$ cat config.mk
export PLATFORM = sky130hd
export DESIGN_NAME = read_layout_spec_parser
export DESIGN_NICKNAME = d
export VERILOG_FILES = /design/src/sv/rlsp_pkg.sv /design/src/sv/read_layout_spec_parser.sv /design/src/sv/rlsp_step.sv
export SDC_FILE = /design/constraint.sdc
export NUM_CORES = 1
export LEC_CHECK = 0
export ABC_CLOCK_PERIOD_IN_PS = 4100
export BUFFER_PORTS_ARGS = -buffer_cell sky130_fd_sc_hd__buf_4
export CAP_MARGIN = 20
export CORE_ASPECT_RATIO = 0.8
export CORE_MARGIN = 5
export CORE_UTILIZATION = 31
export DETAILED_ROUTE_END_ITERATION = 8
export HOLD_SLACK_MARGIN = 0.08
export SKIP_CTS_REPAIR_TIMING = 1
export SYNTH_ARGS = -nofsm -noshare
export SYNTH_HDL_FRONTEND = slang
export SYNTH_HIERARCHICAL = 1
export SYNTH_SLANG_ARGS = --single-unit
$ cat constraint.sdc
create_clock -name clk -period 4.1 [get_ports clk]
set_input_delay 0.82 -clock clk [delete_from_list [all_inputs] [get_ports clk]]
set_output_delay 0.82 -clock clk [all_outputs]
set_load 0.02 [all_outputs]
$ cat src/sv/rlsp_pkg.sv
// ----------------------------------------------------------------------------
// Read layout parser package
// Shared payload types, status codes, feature codes and parser state.
// ----------------------------------------------------------------------------
package rlsp_pkg;

  localparam int unsigned LEN_W = 8;
  localparam int unsigned POS_W = 10;
  localparam int unsigned MAX_LENGTH = 255;
  localparam int unsigned MAX_POSITION = 1023;

  typedef logic [2:0] status_t;

  localparam status_t ST_OK       = 3'd0;
  localparam status_t ST_DROPPED  = 3'd1;
  localparam status_t ST_COMPLETE = 3'd2;
  localparam status_t ST_EMPTY    = 3'd3;
  localparam status_t ST_BADCHAR  = 3'd4;
  localparam status_t ST_OVERFLOW = 3'd5;

  localparam logic KIND_CHAR = 1'b0;
  localparam logic KIND_END  = 1'b1;

  typedef enum logic [2:0] {
    FEAT_NONE   = 3'd0,
    FEAT_PRIMER = 3'd1,
    FEAT_TAG    = 3'd2,
    FEAT_BCODE  = 3'd3,
    FEAT_INSERT = 3'd4
  } feature_t;

  localparam logic [7:0] CHAR_P = 8'h50;
  localparam logic [7:0] CHAR_R = 8'h52;
  localparam logic [7:0] CHAR_B = 8'h42;
  localparam logic [7:0] CHAR_N = 8'h4E;
  localparam logic [7:0] CHAR_0 = 8'h30;
  localparam logic [7:0] CHAR_9 = 8'h39;

  localparam logic [1:0] SLOT_INSERT = 2'd3;

  typedef struct packed {
    logic       kind;
    logic [7:0] symbol;
  } in_t;

  typedef struct packed {
    status_t          status;
    logic [POS_W-1:0] primer_start;
    logic [LEN_W-1:0] primer_length;
    logic [POS_W-1:0] tag_start;
    logic [LEN_W-1:0] tag_length;
    logic [POS_W-1:0] barcode_start;
    logic [LEN_W-1:0] barcode_length;
    logic [POS_W-1:0] insert_primer_start;
    logic [LEN_W-1:0] insert_primer_length;
    logic [POS_W-1:0] insert_start;
  } out_t;

  typedef struct packed {
    logic                        at_beginning;
    feature_t                    pending;
    logic [LEN_W-1:0]            acc;
    logic                        seen;
    logic [POS_W-1:0]            pos;
    status_t                     sticky;
    logic [3:0][POS_W-1:0]       starts;
    logic [3:0][LEN_W-1:0]       lengths;
    logic [POS_W-1:0]            seq_start;
  } parse_state_t;

  localparam parse_state_t STATE_RESET = '{
    at_beginning: 1'b1,
    pending:      FEAT_NONE,
    acc:          '0,
    seen:         1'b0,
    pos:          '0,
    sticky:       ST_OK,
    starts:       '0,
    lengths:      '0,
    seq_start:    '0
  };

  function automatic feature_t letter_code(input logic [7:0] c);
    feature_t f;
    case (c)
      CHAR_P:  f = FEAT_PRIMER;
      CHAR_R:  f = FEAT_TAG;
      CHAR_B:  f = FEAT_BCODE;
      CHAR_N:  f = FEAT_INSERT;
      default: f = FEAT_NONE;
    endcase
    return f;
  endfunction

endpackage

$ cat src/sv/read_layout_spec_parser.sv
// ----------------------------------------------------------------------------
// Read layout parser
// Parses a read layout string one character per request and reports the
// feature layout, or the first error, at the end marker.
// ----------------------------------------------------------------------------
// Pipeline: a request is held in the input register, its result in the
// result register. Throughput: one request per cycle unless output stalls;
// the parser state updates in one pass.
// Reset: synchronous rst clears the valid flags and returns the parser state
// to its initial layout; no clearing pass is needed.
// ----------------------------------------------------------------------------
module read_layout_spec_parser (
  input  logic            clk,
  input  logic            rst,
  input  logic            in_valid,
  output logic            in_ready,
  input  rlsp_pkg::in_t   in_data,
  output logic            out_valid,
  input  logic            out_ready,
  output rlsp_pkg::out_t  out_data
);
  import rlsp_pkg::*;

  logic         req_valid;
  in_t          req;
  parse_state_t state;
  parse_state_t state_next;
  out_t         result;
  logic         advance;

  assign advance  = req_valid && (!out_valid || out_ready);
  assign in_ready = !req_valid || advance;

  rlsp_step u_step (
    .cur  (state),
    .item (req),
    .nxt  (state_next),
    .res  (result)
  );

  always_ff @(posedge clk) begin
    if (rst) begin
      req_valid <= 1'b0;
    end else if (in_ready) begin
      req_valid <= in_valid;
    end
  end

  always_ff @(posedge clk) begin
    if (in_valid && in_ready) begin
      req <= in_data;
    end
  end

  always_ff @(posedge clk) begin
    if (rst) begin
      state <= STATE_RESET;
    end else if (advance) begin
      state <= state_next;
    end
  end

  always_ff @(posedge clk) begin
    if (rst) begin
      out_valid <= 1'b0;
    end else if (advance) begin
      out_valid <= 1'b1;
    end else if (out_ready) begin
      out_valid <= 1'b0;
    end
  end

  always_ff @(posedge clk) begin
    if (advance) begin
      out_data <= result;
    end
  end

endmodule

$ cat src/sv/rlsp_step.sv
// ----------------------------------------------------------------------------
// Read layout parser step
// Combinational update of the parser state for one layout character or end
// marker, and the result that the item produces.
// ----------------------------------------------------------------------------
module rlsp_step (
  input  rlsp_pkg::parse_state_t cur,
  input  rlsp_pkg::in_t          item,
  output rlsp_pkg::parse_state_t nxt,
  output rlsp_pkg::out_t         res
);
  import rlsp_pkg::*;

  feature_t               code;
  logic [POS_W:0]         endpos;
  status_t                close_err;
  logic [1:0]             slot;
  parse_state_t           closed;
  status_t                end_err;
  status_t                status;
  logic                   is_digit;
  logic [LEN_W+3:0]       value;

  assign code     = letter_code(item.symbol);
  assign endpos   = {1'b0, cur.pos} + (POS_W+1)'(cur.acc);
  assign slot     = 2'(cur.pending - 3'd1);
  assign is_digit = (item.symbol >= CHAR_0) && (item.symbol <= CHAR_9);
  assign value    = (LEN_W+4)'(cur.acc) * (LEN_W+4)'(10)
                  + (LEN_W+4)'(item.symbol - CHAR_0);

  always_comb begin
    if (cur.pending == FEAT_NONE) begin
      close_err = ST_OK;
    end else if (!cur.seen) begin
      close_err = ST_EMPTY;
    end else if (endpos > (POS_W+1)'(MAX_POSITION)) begin
      close_err = ST_OVERFLOW;
    end else begin
      close_err = ST_OK;
    end
  end

  always_comb begin
    closed = cur;
    if (cur.pending != FEAT_NONE && close_err == ST_OK) begin
      closed.starts[slot]  = cur.pos;
      closed.lengths[slot] = cur.acc;
      closed.pos           = endpos[POS_W-1:0];
      if (slot == SLOT_INSERT) begin
        closed.seq_start = endpos[POS_W-1:0];
      end
    end
  end

  assign end_err = (cur.sticky != ST_OK) ? cur.sticky : close_err;

  always_comb begin
    nxt    = cur;
    res    = '0;
    status = ST_OK;
    if (item.kind == KIND_END) begin
      nxt = STATE_RESET;
      if (end_err != ST_OK) begin
        res.status = end_err;
      end else begin
        res.status               = ST_COMPLETE;
        res.primer_start         = closed.starts[0];
        res.primer_length        = closed.lengths[0];
        res.tag_start            = closed.starts[1];
        res.tag_length           = closed.lengths[1];
        res.barcode_start        = closed.starts[2];
        res.barcode_length       = closed.lengths[2];
        res.insert_primer_start  = closed.starts[3];
        res.insert_primer_length = closed.lengths[3];
        res.insert_start         = closed.seq_start;
      end
    end else if (cur.sticky != ST_OK) begin
      res.status = cur.sticky;
    end else begin
      if (code != FEAT_NONE) begin
        if (cur.pending != FEAT_NONE) begin
          nxt        = closed;
          nxt.sticky = close_err;
        end else if (!cur.at_beginning) begin
          status = ST_DROPPED;
        end
        nxt.pending = code;
        nxt.acc     = '0;
        nxt.seen    = 1'b0;
      end else if (is_digit) begin
        if (cur.pending != FEAT_NONE) begin
          if (value > (LEN_W+4)'(MAX_LENGTH)) begin
            nxt.sticky = ST_OVERFLOW;
          end else begin
            nxt.acc = value[LEN_W-1:0];
          end
          nxt.seen = 1'b1;
        end
      end else begin
        nxt.sticky = ST_BADCHAR;
      end
      nxt.at_beginning = 1'b0;
      res.status = (nxt.sticky != ST_OK) ? nxt.sticky : status;
    end
  end

endmodule

==> flow_summary.toml <==
[global_route]
grt_usage = 0.140
antenna_found_initial = 0
grt_pass1_vias = 8780
grt_start_max_net_pins = 113
grt-ovfl-total = 0
grt_pass1_wl_mm = 50.0

[min_path]
whs_path_depth = 1
hold_path.class = "primary input to flop"

[die]
core_area_mm2 = 0.0393
die_w_um = 232
start_util = 0.312
die_height_um = 188
ioPinCount = 100
rows = 65
dieArea_mm2 = 0.0436

[synthesis]
ys_seq_area_frac = 0.410
synthCells = 1302
async_reset_ff_frac = 0
yosysTopAreaCell = "edfxtp_1"
ys_warn_count = 6
syn-cell-area_mm2 = 0.0123
postSynthAreaPerCell_um2 = 9.41
synth-main-ff-cell = "dfxtp_1"
synth.top_cell.area_share = 0.230
ys_types = 59
synth_edf_count = 94
synth.area.top_cells = "edfxtp_1 (23%), mux2i_1 (19%), dfxtp_1 (18%)"
synth_fp_nets = 1351
ys_ff_latch = 204

[placement]
place.gp.congestion = 0.890
port_buffers = 99
placed_cells = 1879
place_hpwl_mm = 20.5
pre_cts_ws_ns = -0.00203

[final_layout]
nets = 1422
fill_cells = 3909
fin_cells = 1927
drive_gt1_frac = 0.157
area_delta_synth_final_pct = 18.5
antenna_cells = 0

[pwr]
ir_worst_vdd_uv = 278
power_mw = 4.92
powerDensity_mw_per_mm2 = 339
p_leak_nw = 4.87

[route]
wire_per_inst_um = 16.5
via_per_inst = 4.84
num_vias = 9328
detail-route-antenna-nets = 0
drtIter0Drc = 749
dr.pass1.iters = 5
wl_met2_mm = 14.2
wl_met1_mm = 15.4
wl_mm = 31.8
drc = 0
top_layer_used = "met4"
wl_met3_mm = 1.64

[clocking]
clock_sinks = 204
clockRootBuffer = "clkbuf_16"
cts_buffers = 24
clock_latency_ns = 0.54
clockBufferDepth = 3
cts_max_level = 1
clk_pin_slew_worst_paths_ns = 0.06
cts_tree = "done"

[timing]
report.final.hold_viol_count = 0
setup_slack_ns = 0.162
period_share = 0.960
fin_skew_ns = 0.0224
setup_viol = 0
fmax_ghz = 0.254
fin_crit_ns = 3.94
max_slew_margin = 0.268
tightest_slew_ns = 1.10
maxSlewViolCount = 0

[run]
cap_violations = 0

[worst_setup_path]
ff2ff_path_depth = 18
startpoint_type = "flop"
critPathKind = "flop to flop"
crit_fanout = 8
arrival_ns = 4.39
end_kind = "flop"
worst-endpoint-required_ns = 4.55

[outcome]
outcome = "finished clean"
[stage by stage]
step	instance area [um2]	TNS [ns]	utilization	hold WS, ns
after floorplan	12300	0	-	0.460
after global placement	13600	0	0.345	0.469
after detailed placement	13600	-0.00203	0.345	0.479
after CTS	14400	-0.212	0.367	0.437
after global routing	14500	-0.0744	0.370	0.446
final	14500	0	0.370	0.463
[layout by cell type (no fill, tap or decap), drive strengths merged, types with 3 or more instances in the layout]
cell / synthesis / layout
xor2: 4 / 4
bufinv: 0 / 5
or2: 4 / 4
nand2b: 219 / 219
ha: 33 / 33
nand2: 121 / 121
nor4: 5 / 5
xnor2: 12 / 12
o21a: 6 / 6
clkinv: 0 / 8
dfxtp: 110 / 110
nor2: 141 / 141
nor2b: 10 / 10
a211oi: 13 / 13
nor3: 13 / 13
clkbuf: 63 / 31
buf: 37 / 145
or3: 8 / 8
nand3: 9 / 9
o21ai: 19 / 19
edfxtp: 94 / 94
o211ai: 3 / 3
mux2i: 233 / 233
inv: 20 / 20
a2111oi: 7 / 7
a21o: 9 / 9
fa: 3 / 3
a21oi: 75 / 75
[report_power, final]
part | switching, mW | leakage [nW] | internal [mW] | total [mW]
Combinational | 0.222 | 2.69 | 0.147 | 0.368
Sequential | 0.0211 | 1.74 | 2.17 | 2.19
Clock | 0.890 | 0.430 | 1.47 | 2.36
[synth_stat cells (3+ instances only)]
library cell  count
buf_4            23
edfxtp_1         94
fa_1              3
nand2_1         120
or2_2             4
nor3_1           13
o21ai_0          17
mux2i_1         233
or3_1             7
nor2_1          141
clkbuf_1         63
a211oi_1         13
nand3_1           9
ha_1             33
inv_1            20
xor2_1            4
nand2b_1        219
nor2b_1           9
dfxtp_1         110
a21o_1            9
xnor2_1          12
a21oi_1          75
a2111oi_0         5
nor4_1            4
buf_2            11
o21a_1            6
o211ai_1          3
[worst paths after layout]
path | from | endpoint | slack [ns]
worst min register to register | state[48] | state[48] | 0.49
worst max register to register | state[99] | state[99] | 0.16
worst max-delay path | state[99] | state[99] | 0.16
worst min-delay path | in_data[8] | req[8] | 0.46
[metal layers]
metal	up-vias	track usage
li1	4615	-
met1	4463	0.208
met2	214	0.218
met3	36	0.0233
met4	0	0.0261
met5	-	0
[kinds of logic after synthesis]
| logic type | count (synthesis) | share of synthesized area |
|---|---|---|
| AND/OR/NAND/NOR | 540 | 0.224 |
| multiplexers | 233 | 0.190 |
| flip-flops | 204 | 0.410 |
| AO/OA/AOI/OAI | 153 | 0.0788 |
| buffers and inverters | 120 | 0.0471 |
| adder cells (fa/ha/maj) | 36 | 0.0386 |
| XOR/XNOR | 16 | 0.0114 |
[worst max-delay path, stage by stage, from the launching register on]
cell and delay (ns):
dfxtp_2 0.34, buf_6 0.12, ha_1 0.28, ha_1 0.33, nor2b_1 0.15, o21ai_1 0.16, a21boi_1 0.10, o21a_1 0.19
nor2_1 0.12, xnor2_1 0.14, ha_2 0.21, or2_4 0.12, a2111oi_2 0.05, or4_4 0.54, a2111oi_4 0.38, buf_6 0.22
mux2i_1 0.19, nand2b_1 0.07, mux2i_1 0.14
[cell type report]
type                    instances  area, um2  share of cell area
multi-input cells             978       6740               0.464
flip-flops and latches        204       5030               0.346
repair buffers                145       1130              0.0781
well taps                     536        671              0.0462
clock buffers                  31        668              0.0460
clock inverters                13        200              0.0138
inverters                      20       75.1             0.00517
[registers in the layout (all words and copies together) (netlist names)]
signal and flops:
req_valid 1, out_data 85, state 108, out_valid 1
req 9
Power figures use the tool's default switching activity.
